File: src/rtl/tcs_pkg.sv
// ----------------------------------------------------------------------------
// tcs_pkg
// Shared codes and types of the text console scrollback engine: request
// modes, special character codes and the per-request control word.
// ----------------------------------------------------------------------------
package tcs_pkg;

  localparam logic [2:0] MODE_PUT    = 3'd0;
  localparam logic [2:0] MODE_UP     = 3'd1;
  localparam logic [2:0] MODE_DOWN   = 3'd2;
  localparam logic [2:0] MODE_FOLLOW = 3'd3;
  localparam logic [2:0] MODE_CLEAR  = 3'd4;
  localparam logic [2:0] MODE_READ   = 3'd5;

  localparam logic [7:0] CH_NEWLINE   = 8'h0A;
  localparam logic [7:0] CH_BACKSPACE = 8'h08;
  localparam logic [7:0] CH_SPACE     = 8'h20;
  localparam logic [7:0] COLOR_RESET  = 8'h0F;

  localparam logic [1:0] ADDR_TEXT_COLOR = 2'd0;

  typedef struct packed {
    logic        mem_we;
    logic        mem_re;
    logic        read_ok;
    logic        clear;
    logic        changed;
    logic [15:0] mem_wdata;
    logic        cell_write;
    logic [4:0]  write_row;
    logic [6:0]  write_col;
    logic [7:0]  write_char;
    logic [7:0]  write_color;
  } step_ctl_t;

endpackage

File: src/rtl/tcs_step.sv
// ----------------------------------------------------------------------------
// tcs_step
// Decode of one console request: next cursor and view offset, the cell
// address to write or read, and the control word for the memory stage.
// ----------------------------------------------------------------------------
module tcs_step #(
  parameter int COLUMNS      = 80,
  parameter int SCREEN_ROWS  = 25,
  parameter int HISTORY_ROWS = 200
) (
  input  logic [2:0]                          mode,
  input  logic [7:0]                          char_code,
  input  logic [4:0]                          view_row,
  input  logic [6:0]                          view_col,
  input  logic [7:0]                          text_color,
  input  logic [$clog2(HISTORY_ROWS)-1:0]     cur_line,
  input  logic [$clog2(COLUMNS+1)-1:0]        cur_col,
  input  logic [$clog2(HISTORY_ROWS)-1:0]     cur_top,
  output logic [$clog2(HISTORY_ROWS)-1:0]     nxt_line,
  output logic [$clog2(COLUMNS+1)-1:0]        nxt_col,
  output logic [$clog2(HISTORY_ROWS)-1:0]     nxt_top,
  output logic [$clog2(HISTORY_ROWS*COLUMNS)-1:0] mem_addr,
  output tcs_pkg::step_ctl_t                  ctl
);

  localparam int LW      = $clog2(HISTORY_ROWS);
  localparam int CW      = $clog2(COLUMNS + 1);
  localparam int AW      = $clog2(HISTORY_ROWS * COLUMNS);
  localparam int EW      = $clog2(HISTORY_ROWS + SCREEN_ROWS + 32);
  localparam int MAX_TOP = (HISTORY_ROWS > SCREEN_ROWS) ? HISTORY_ROWS - SCREEN_ROWS : 0;

  logic [EW-1:0] line_e, top_e, top_lim_e, line_inc_e, cand_e, vrow_e;
  logic [LW-1:0] adv_line, bump_top, cand_line, mem_row;
  logic [CW-1:0] col_inc, mem_col;
  logic          on_scr, wrap, below, read_ok;
  logic [4:0]    scr_row;

  assign line_e     = EW'(cur_line);
  assign top_e      = EW'(cur_top);
  assign top_lim_e  = top_e + EW'(SCREEN_ROWS);
  assign line_inc_e = line_e + EW'(1);
  assign adv_line   = (line_inc_e < EW'(HISTORY_ROWS)) ? LW'(line_inc_e) : cur_line;
  assign bump_top   = (cur_top < LW'(MAX_TOP)) ? cur_top + LW'(1) : cur_top;
  assign on_scr     = (line_e >= top_e) && (line_e < top_lim_e);
  assign col_inc    = cur_col + CW'(1);
  assign wrap       = (col_inc >= CW'(COLUMNS));
  assign scr_row    = 5'(cur_line - cur_top);

  // Newline and a wrapping character move the cursor down one line.
  assign cand_line  = ((char_code == tcs_pkg::CH_NEWLINE) || wrap) ? adv_line : cur_line;
  assign cand_e     = EW'(cand_line);
  assign below      = (cand_e >= top_lim_e);

  assign vrow_e     = EW'(view_row) + top_e;
  assign read_ok    = (EW'(view_row) < EW'(SCREEN_ROWS)) && (9'(view_col) < 9'(COLUMNS)) &&
                      (vrow_e < EW'(HISTORY_ROWS));

  always_comb begin
    nxt_line = cur_line;
    nxt_col  = cur_col;
    nxt_top  = cur_top;
    mem_row  = cur_line;
    mem_col  = cur_col;
    ctl      = '0;
    case (mode)
      tcs_pkg::MODE_PUT: begin
        if (char_code == tcs_pkg::CH_NEWLINE) begin
          nxt_col     = '0;
          nxt_line    = cand_line;
          nxt_top     = below ? bump_top : cur_top;
          ctl.changed = below;
        end else if (char_code == tcs_pkg::CH_BACKSPACE) begin
          if (cur_col != '0) begin
            nxt_col       = cur_col - CW'(1);
            mem_col       = cur_col - CW'(1);
            ctl.mem_we    = 1'b1;
            ctl.mem_wdata = {text_color, tcs_pkg::CH_SPACE};
            if (on_scr) begin
              ctl.cell_write  = 1'b1;
              ctl.write_row   = scr_row;
              ctl.write_col   = 7'(cur_col - CW'(1));
              ctl.write_char  = tcs_pkg::CH_SPACE;
              ctl.write_color = text_color;
            end
          end
        end else begin
          ctl.mem_we    = 1'b1;
          ctl.mem_wdata = {text_color, char_code};
          if (on_scr) begin
            ctl.cell_write  = 1'b1;
            ctl.write_row   = scr_row;
            ctl.write_col   = 7'(cur_col);
            ctl.write_char  = char_code;
            ctl.write_color = text_color;
          end
          nxt_col     = wrap ? '0 : col_inc;
          nxt_line    = cand_line;
          nxt_top     = below ? bump_top : cur_top;
          ctl.changed = below;
        end
      end
      tcs_pkg::MODE_UP: begin
        nxt_top     = (cur_top != '0) ? cur_top - LW'(1) : cur_top;
        ctl.changed = 1'b1;
      end
      tcs_pkg::MODE_DOWN: begin
        nxt_top     = bump_top;
        ctl.changed = 1'b1;
      end
      tcs_pkg::MODE_FOLLOW: begin
        if (line_e < top_e) begin
          nxt_top = cur_line;
        end else if (line_e >= top_lim_e) begin
          nxt_top = LW'(line_e - EW'(SCREEN_ROWS) + EW'(1));
        end
        ctl.changed = 1'b1;
      end
      tcs_pkg::MODE_CLEAR: begin
        nxt_line    = '0;
        nxt_col     = '0;
        nxt_top     = '0;
        ctl.clear   = 1'b1;
        ctl.changed = 1'b1;
      end
      tcs_pkg::MODE_READ: begin
        mem_row     = LW'(vrow_e);
        mem_col     = CW'(view_col);
        ctl.mem_re  = read_ok;
        ctl.read_ok = read_ok;
      end
      default: begin
      end
    endcase
  end

  assign mem_addr = AW'(mem_row) * AW'(COLUMNS) + AW'(mem_col);

endmodule

File: config.mk
export PLATFORM = sky130hd
export DESIGN_NAME = tcs_step
export DESIGN_NICKNAME = d
export VERILOG_FILES = /design/src/rtl/tcs_pkg.sv /design/src/rtl/tcs_step.sv
export SDC_FILE = /design/constraint.sdc
export NUM_CORES = 1
export LEC_CHECK = 0
export ABC_AREA = 1
export ABC_CLOCK_PERIOD_IN_PS = 4300
export BUFFER_PORTS_ARGS = -buffer_cell sky130_fd_sc_hd__buf_2
export CAP_MARGIN = 0
export CORE_MARGIN = 5
export CORE_UTILIZATION = 40
export DETAILED_ROUTE_END_ITERATION = 7
export PLACE_DENSITY = 0.75
export SYNTH_ARGS = -nofsm -noshare
export SYNTH_HDL_FRONTEND = slang
export SYNTH_SLANG_ARGS = --single-unit
export TNS_END_PERCENT = 5
File: constraint.sdc
create_clock -name vclk -period 4.3
set_clock_uncertainty 0.1 [all_clocks]
set_input_delay 0.43 -clock vclk [all_inputs]
set_output_delay 0.43 -clock vclk [all_outputs]
set_load 0.005 [all_outputs]
==> results.md, run 1 <==
* HP Class: primary input to output pin
* Yosys top cell area share at 0.165
* Critical path capture point type: output pin
* Combinational fraction of design power at 1.000
* Total routed wirelength at around 13 mm
* Peak supply drop at about 0.077 mV
* Initial antenna violation count at 0
* Distinct cells, synth at 48
* Critical path origin: view_row[2]
* Cell taking the most area after synthesis: ha_1
* Routed via count at 4835
* Post-route clock period utilization at 0.933
* Largest net degree at the start of global routing at 17
* Tmin final at around 4 ns
* FILL cells at between 1000 and 1500
* Pre-antenna DRT Iters at 5
* DRT iter0 DRCs at approximately 320
* Storage cell area at 0 sq um
* Max Cap Violations at 0
* Final Util at 0.514
* Cell area power density at approximately 140 mW/mm^2
* Fin nets at ~950
* Global-route wire length before repair at around 21 mm
* Vias in the first global route at around 4400
* DIE HEIGHT at 109 um
* Status: complete, no violations
* Layout clock buffers at 0
* Final instance area at 0.00498 sq mm
* CP Max Fanout at 4
* WP data required at 3.77 ns
* IO buf count at around 140
* Setup violators final at 0
* Row cnt at 36
* Pwr Total at a little under 700 uW
* Hold_buf cts at 0
* Ports at approximately 140
* Leakage at 2.81 nW
* Setup TNS at 0 ns
* Detail Placement HPWL at 11.3 mm
* Mapped Cells at a little under 700
* Net Sw Power at 394 uW
* Ratio of cells with drive above 1 in the final layout at 0.283
* Synth Warn # at 0
* P&R area growth vs syn at 26.3%
* Sw frac at 0.585
* Seq pwr share at 0
* DP Area at between 0.004 and 0.005 sq mm
* N_diodes at 0
* Hold_sp: text_color[0]
* Top cells by area, synth: ha_1 17%, nand2_1 16%, inv_1 8.7%
* Fmax at between 200 and 250 MHz
* Seq_cells at 0
* P_int at approximately 280 uW
* Die Footprint at 0.0119 sq mm
* Max_slew headroom at 0.469
* Die Wd at 109 um
* Slew Viols, Final at 0
* Cell Area, Synth at 0.00394 sq mm
* Clk pwr share at 0
* Drt wl/cell at ~14 um
* Core box area at between 0.009 and 0.01 sq mm
* Mapped Avg Cell Area at around 5.7 sq um
* Worst slew pin tran at between 0.7 and 0.8 ns
* Crit path kind: primary input to output pin
* GPL Wtd Cong at between 0.9 and 1
* Gr ovfl total at 0
* WHS at approximately 1.1 ns
* Worst setup SP type: primary input
* Synthesized net count at 797
* Starting Density at 0.407
* Remaining antenna violation count at 0
* Drt via density at 4.98
* Arrival time at the worst endpoint at about 3.5 ns
* Sequential share of the synthesized area at 0
* DRC violations left at 0
* Gr usage total at 0.216
* Final hold vios at 0
-- worst max-delay path: stages --
cell	delay, ns
buf_2	0.11
ha_1	0.34
a21oi_1	0.14
nand2_1	0.11
a21o_1	0.17
a21oi_1	0.15
xor2_1	0.20
o21ai_1	0.12
ha_1	0.31
ha_1	0.36
nand2_1	0.09
inv_1	0.05
nand4_1	0.07
o211ai_1	0.11
xor2_1	0.29
nand2_1	0.09
nand2_1	0.08
nand2_1	0.05
nand2_1	0.05
nand2_1	0.04
buf_2	0.11
-- per-layer routing --
metal	wire [um]	global-route usage
met3	728	0.0184
met1	6100	0.301
met4	216	0.0276
met2	6340	0.370
met5	0	0
-- cell families (layout without fill, tap and decap cells) --
family | after synthesis | after routing | synth area share
compound gates | 109 | 109 | 0.157
xor+xnor | 45 | 45 | 0.102
fa+ha+maj | 56 | 56 | 0.185
buf+inv | 125 | 275 | 0.131
simple gates | 352 | 352 | 0.425
-- layout make-up --
class,count,area [sq um],area share
Inverter,110,414,0.0832
Timing Repair Buffer,165,888,0.179
Multi-Input combinational cell,562,3510,0.705
Tap cell,133,166,0.0334
-- Yosys cell counts (2+ instances only) --
library cell,n
xor2_1,33
nand3b_1,2
nand3_2,5
inv_2,18
nand4_1,8
nor2_2,3
nor2_1,57
o21ai_1,5
o21ai_0,45
nand2_4,2
a21oi_1,35
nand3_1,53
buf_2,7
nor2_4,14
o211ai_1,9
a21o_1,3
inv_1,91
xnor2_1,11
ha_1,52
and2_1,4
fa_1,4
nor3_1,22
nor3_2,2
buf_4,4
nand2_2,5
o22ai_1,3
nand2_1,169
-- what timing repair did --
action	CTS	global route
buffers inserted	0	7
endpoints found under the setup margin	0	12
gates resized for setup	0	23
-- power groups by stage --
stage               sequential (mW)  clock (mW)  combinational [mW]
finish                            0           0               0.674
global route                      0           0               0.764
CTS                               0           0               0.639
detailed placement                0           0               0.636
global placement                  0           0               0.629
floorplan                         0           0               0.422
-- layout by cell type, fill, tap and decap left out, types with 2 or more instances in the layout --
| cell | count |
|---|---|
| a21oi_2 | 3 |
| nor2_1 | 55 |
| nand3_1 | 52 |
| nand3b_1 | 2 |
| nor2_2 | 5 |
| ha_1 | 48 |
| o211ai_1 | 9 |
| o21ai_1 | 8 |
| buf_4 | 24 |
| nand3_2 | 6 |
| nor3_1 | 22 |
| o21ai_2 | 2 |
| ha_4 | 3 |
| a21oi_1 | 32 |
| buf_2 | 140 |
| nor3_2 | 2 |
| nand2_4 | 3 |
| nand2_1 | 167 |
| o21ai_0 | 41 |
| nand4_1 | 8 |
| fa_1 | 3 |
| xor2_1 | 33 |
| inv_1 | 91 |
| nor2_4 | 14 |
| o22ai_1 | 3 |
| xnor2_1 | 10 |
| a21o_1 | 3 |
| and2_1 | 4 |
| inv_2 | 18 |
| nand2_2 | 6 |
-- metrics by stage --
step                      cells  worst slack (ns)
final                       970             0.287
after global placement      963             0.216
after global routing        970          -0.00675
after detailed placement    963             0.117
after CTS                   963             0.106
after floorplan             687             0.564
-- path summary, 6_finish.rpt --
check | slack [ns] | depth (start not counted) | end
min | 1.06 | 4 | ctl[37]
max | 0.29 | 21 | mem_addr[13]
No activity file was read; power rests on OpenSTA's default activity.
==> run 2: changes to the inputs <==
RECOVER_POWER = 100   (was not set)
==> run 2 against run 1 <==
Compared with the run above:
- setup slack worse by 0.00066 ns
- via count fell by 0.10%
- count of clock-buffer cells in the layout unchanged
- core utilization down 0.47 points
- routed wire length shrank 0.15%
- critical path depth unchanged
- global-route usage is the same
- critical path type unchanged
- critical endpoint unchanged
==> results.md, run 2 (synthesized netlist as in run 1, its figures left out) <==
* Peak supply drop at 0.0765 mV (about the same)
* Sw frac at 0.587 (+0.00226)
* Routed via count at 4830 (-0.10%)
* Global-route wire length before repair at 21.2 mm (unchanged)
* Met1 global-route usage at 0.301 (unchanged)
* GPL Wtd Cong at 0.937 (unchanged)
* Core box area at 0.00968 sq mm (unchanged)
* Row cnt at 36 (unchanged)
* Worst slew pin tran at 0.792 ns (+0.00163 ns)
* Layout clock buffers at 0 (unchanged)
* Status: complete, no violations
* Vias in the first global route at 4370 (unchanged)
* Critical path capture point type: output pin
* Fmax at 249 MHz (about the same)
* Drt via density at 4.98 (-0.10%)
* Storage cell area at 0 sq um (unchanged)
* Placement Setup Slack at 0.117 ns (unchanged)
* Hold_buf cts at 0 (unchanged)
* Post-route clock period utilization at 0.933 (about the same)
* Final Util at 0.509 (-0.00465)
* Seq pwr share at 0 (unchanged)
* GRT busiest layer: met2
* Detail Placement HPWL at 11.3 mm (unchanged)
* Arrival time at the worst endpoint at 3.48 ns (about the same)
* Total routed wirelength at 13.4 mm (-0.15%)
* Remaining antenna violation count at 0 (unchanged)
* Starting Density at 0.407 (unchanged)
* WP data required at 3.77 ns (about the same)
* Die Footprint at 0.0119 sq mm (unchanged)
* Final hold vios at 0 (unchanged)
* Seq_cells at 0 (unchanged)
* Clk pwr share at 0 (unchanged)
* Gr ovfl total at 0 (unchanged)
* IO buf count at 141 (unchanged)
* Fin nets at 949 (unchanged)
* Die Wd at 109 um (unchanged)
* CP Max Fanout at 4 (unchanged)
* DRC violations left at 0 (unchanged)
* DIE HEIGHT at 109 um (unchanged)
* P_int at 277 uW (-1.1%)
* Leakage at 2.74 nW (-2.5%)
* Cell area power density at 136 mW/mm^2 (+0.37%)
* Max Cap Violations at 0 (unchanged)
* Met3 GRT Util at 0.0184 (unchanged)
* Ports at 141 (unchanged)
* DRT iter0 DRCs at 319 (+0.95%)
* Largest net degree at the start of global routing at 17 (unchanged)
* Max_slew headroom at 0.468 (-0.00110)
* HP Class: primary input to output pin
* Hold_sp: text_color[0]
* WHS at 1.05 ns (-0.0131 ns)
* Placed insts at 963 (unchanged)
* Initial antenna violation count at 0 (unchanged)
* Gr usage total at 0.216 (unchanged)
* Pre-antenna DRT Iters at 5 (unchanged)
* Drt wl/cell at 13.8 um (-0.15%)
* Critical path origin: view_row[2]
* Commonest non-fill, non-tap cells in the layout: 167 x nand2_1, 120 x buf_2, 95 x inv_1
* Slew Viols, Final at 0 (unchanged)
* Worst Setup Slack, final at 0.287 ns (-0.000658 ns)
* Met2 Usage GRT at 0.370 (unchanged)
* Crit path kind: primary input to output pin
* N_diodes at 0 (unchanged)
* Final instance area at 0.00493 sq mm (-0.91%)
* Combinational fraction of design power at 1.000 (about the same)
* Finished Layout Cells at 970 (unchanged)
* Net Sw Power at 394 uW (-0.15%)
* Most common library cell in the layout ignoring fill and taps: nand2_1
* Worst setup SP type: primary input
* DP Area at 0.00484 sq mm (unchanged)
* P&R area growth vs syn at 25.2%
* Setup violators final at 0 (unchanged)
* Tmin final at 4.01 ns (+0.000658 ns)
* Ratio of cells with drive above 1 in the final layout at 0.253 (-0.0299)
## run 2: final cells by class
class	instances	area, sq um
fill	1046	4750
multi-input combinational	562	3490
timing repair buffer	165	862
inverter	110	414
tap	133	166
## run 2: final timing paths
check	to	slack [ns]	cells after the start
worst max-delay path	mem_addr[13]	0.29	21
worst min-delay path	ctl[37]	1.05	4
## run 2: repair_timing
item | in CTS | in global routing
resized for setup | 0 | 23
buffers inserted | 0 | 7
setup endpoints to repair | 0 | 12
## run 2: critical path, cell delays in order
cell and delay, ns:
buf_2 0.11, ha_1 0.34, a21oi_1 0.14, nand2_1 0.11
a21o_1 0.17, a21oi_1 0.15, xor2_1 0.21, o21ai_1 0.12
ha_1 0.31, ha_1 0.36, nand2_1 0.09, inv_1 0.05
nand4_1 0.07, o211ai_1 0.11, xor2_1 0.29, nand2_1 0.09
nand2_1 0.08, nand2_1 0.05, nand2_1 0.05, nand2_1 0.04
buf_2 0.11
## run 2: power groups by stage
stage / logic (mW) / clock network [mW] / registers (mW)
2_1_floorplan: 0.422 / 0 / 0
3_3_place_gp: 0.629 / 0 / 0
3_5_place_dp: 0.636 / 0 / 0
4_1_cts: 0.639 / 0 / 0
5_1_grt: 0.760 / 0 / 0
6_report: 0.671 / 0 / 0
## run 2: metrics by stage
step,setup TNS [ns],power (mW)
2_1_floorplan,0,0.422
3_3_place_gp,0,0.629
3_5_place_dp,0,0.636
4_1_cts,0,0.639
5_1_grt,-0.0110,0.760
6_report,0,0.671
## run 2: metal layers
metal / wire [um] / share of wire / up-vias
met4: 242 / 0.018 / 0
li1: - / - / 2539
met3: 790 / 0.059 / 17
met5: 0 / 0 / -
met1: 6040 / 0.45 / 2135
met2: 6290 / 0.47 / 139
==> run 3: changes to the inputs <==
CORE_UTILIZATION = 30   (was 40)
PLACE_DENSITY = 0.61   (was 0.75)
==> run 3 against run 2 <==
Compared with the run above:
- core utilization shrank 12 points
- hold slack lost 0.0034 ns
- power grew 0.60%
- die area grew 30%
- combinational power grew 0.6%
==> results.md, run 3 (synthesized netlist as in run 1, its figures left out) <==
* Status: complete, no violations
* N_diodes at 0 (unchanged)
* Top Metal Used: met4
* Peak supply drop at 0.0459 mV (-40%)
* Core box area at 0.0128 sq mm (+32%)
* Met3 wire length at 678 um (-14%)
* Worst Hold Path EP: ctl[37]
* Detail Placement HPWL at 12.1 mm (+7.4%)
* Post-route clock period utilization at 0.942 (+0.00834)
* Final instance area at 0.00497 sq mm (+0.86%)
* IO buf count at 141 (unchanged)
* Setup violators final at 0 (unchanged)
* Crit path kind: primary input to output pin
* Seq_cells at 0 (unchanged)
* Hold_sp: text_color[0]
* Met1 wire length at 6.82 mm (+13%)
* DIE HEIGHT at 125 um (+14%)
* Pre-antenna DRT Iters at 5 (unchanged)
* HP Class: primary input to output pin
* Critical path capture point type: output pin
* Row cnt at 41 (+14%)
* WL met2 at 6.70 mm (+6.5%)
* Largest net degree at the start of global routing at 17 (unchanged)
* Ratio of cells with drive above 1 in the final layout at 0.237 (-0.0164)
* Total routed wirelength at 14.3 mm (+7.0%)
* Global-route wire length before repair at 22.9 mm (+8.3%)
* Layout clock buffers at 0 (unchanged)
* Fmax at 247 MHz (-0.89%)
* Fin nets at 948 (-0.11%)
* Arrival time at the worst endpoint at 3.52 ns (+0.04 ns)
* Pwr Total at 675 uW (+0.60%)
* Drt via density at 4.78 (-3.9%)
* Worst slew pin tran at 0.758 ns (-0.0334 ns)
* Starting Density at 0.308 (-0.0984)
* WP data required at 3.77 ns (about the same)
* Placement Setup Slack at 0.0882 ns (-0.0283 ns)
* Worst setup SP type: primary input
* Initial antenna violation count at 0 (unchanged)
* Die Wd at 125 um (+14%)
* Vias in the first global route at 4467 (+2.2%)
* Gr ovfl total at 0 (unchanged)
* Slew Viols, Final at 0 (unchanged)
* Gr usage total at 0.172 (-0.0433)
* Setup repair after global routing missed its margin: true
* Routed via count at 4822 (-0.17%)
* Cell area power density at 136 mW/mm^2 (-0.26%)
* DRT iter0 DRCs at 302 (-5.3%)
* Tmin final at 4.05 ns (+0.0358 ns)
* Die Footprint at 0.0155 sq mm (+30%)
* Most common library cell in the layout ignoring fill and taps: nand2_1
* DP Area at 0.00491 sq mm (+1.6%)
* Remaining antenna violation count at 0 (unchanged)
* DRC violations left at 0 (unchanged)
* P&R area growth vs syn at 26.2%
* Max_slew headroom at 0.491 (+0.0224)
* Setup TNS at 0 ns (unchanged)
* Max Cap Violations at 0 (unchanged)
* Worst Setup Slack, final at 0.251 ns (-0.0358 ns)
* Commonest non-fill, non-tap cells in the layout: 168 x nand2_1, 106 x buf_2, 95 x inv_1
* WHS Path Cells at 4 (unchanged)
* GPL Wtd Cong at 0.936 (about the same)
* Ports at 141 (unchanged)
* Drt wl/cell at 14.2 um (+2.9%)
* Final hold vios at 0 (unchanged)
* Storage cell area at 0 sq um (unchanged)
* CP Max Fanout at 5 (+1)
* Leakage at 2.69 nW (-1.9%)
run 3: changes by cell type in the layout (fill, tap and decap cells not counted), moves of 2 or more:
cell | previous run | this run
ha_1 | 48 | 45
nand2_2 | 6 | 4
nand3_2 | 6 | 8
clkbuf_1 | 19 | 34
buf_2 | 120 | 106
buf_4 | 23 | 21
nand3_1 | 52 | 50
ha_2 | 1 | 3
nor2_1 | 56 | 58
run 3: final cells by class:
cell class / instances / area [sq um]
Timing Repair Buffer: 164 / 831
Inverter: 110 / 414
Multi-Input combinational cell: 562 / 3510
Tap cell: 172 / 215
Fill cell: 1473 / 7800
run 3: critical path, cell delays in order:
cell and delay (ns):
buf_2 0.11, ha_1 0.35, a21oi_2 0.14, nand2_1 0.10
a21o_1 0.17, a21oi_1 0.14, xor2_1 0.23, o21ai_1 0.12
ha_1 0.33, ha_4 0.28, a21oi_2 0.16, nand2_1 0.09
xnor2_1 0.14, nand3b_1 0.21, nor2_2 0.13, nand2_1 0.06
nand2_1 0.08, nand2_1 0.05, nand2_1 0.05, nand2_1 0.04
buf_2 0.11
run 3: how the worst max path moves through the flow:
stage | from | end | slack [ns] | cells past startpoint
after floorplan | view_row[2] | mem_addr[13] | 0.56 | 18
after global placement | view_row[2] | mem_addr[13] | 0.19 | 21
after detailed placement | view_row[2] | mem_addr[13] | 0.09 | 21
after CTS | view_row[2] | mem_addr[13] | 0.09 | 21
after global routing | view_row[2] | mem_addr[13] | -0.05 | 21
final | view_row[2] | mem_addr[13] | 0.25 | 21
run 3: per-stage QoR:
step                      instances  utilization  hold slack (ns)
final                          1008        0.389             1.05
after global placement         1006        0.385             1.06
after floorplan                 687            -            0.853
after global routing           1008        0.389             1.08
after detailed placement       1006        0.385             1.06
after CTS                      1006        0.385             1.06
run 3: layer usage:
layer | track usage | vias up
met3 | 0.0159 | 8
met2 | 0.300 | 125
met5 | 0 | -
met1 | 0.245 | 2149
li1 | - | 2540
met4 | 0.00258 | 0
run 3: power breakdown:
| part | switching (mW) | internal (mW) | leakage [nW] |
|---|---|---|---|
| sequential | 0 | 0 | 0 |
| combinational | 0.401 | 0.274 | 2.69 |
| clock | 0 | 0 | 0 |
run 3: timing repair:
action,4_1_cts,5_1_grt
setup endpoints to repair,0,11
gates resized for setup,0,26
setup buffers,0,2
hold buffers,0,0
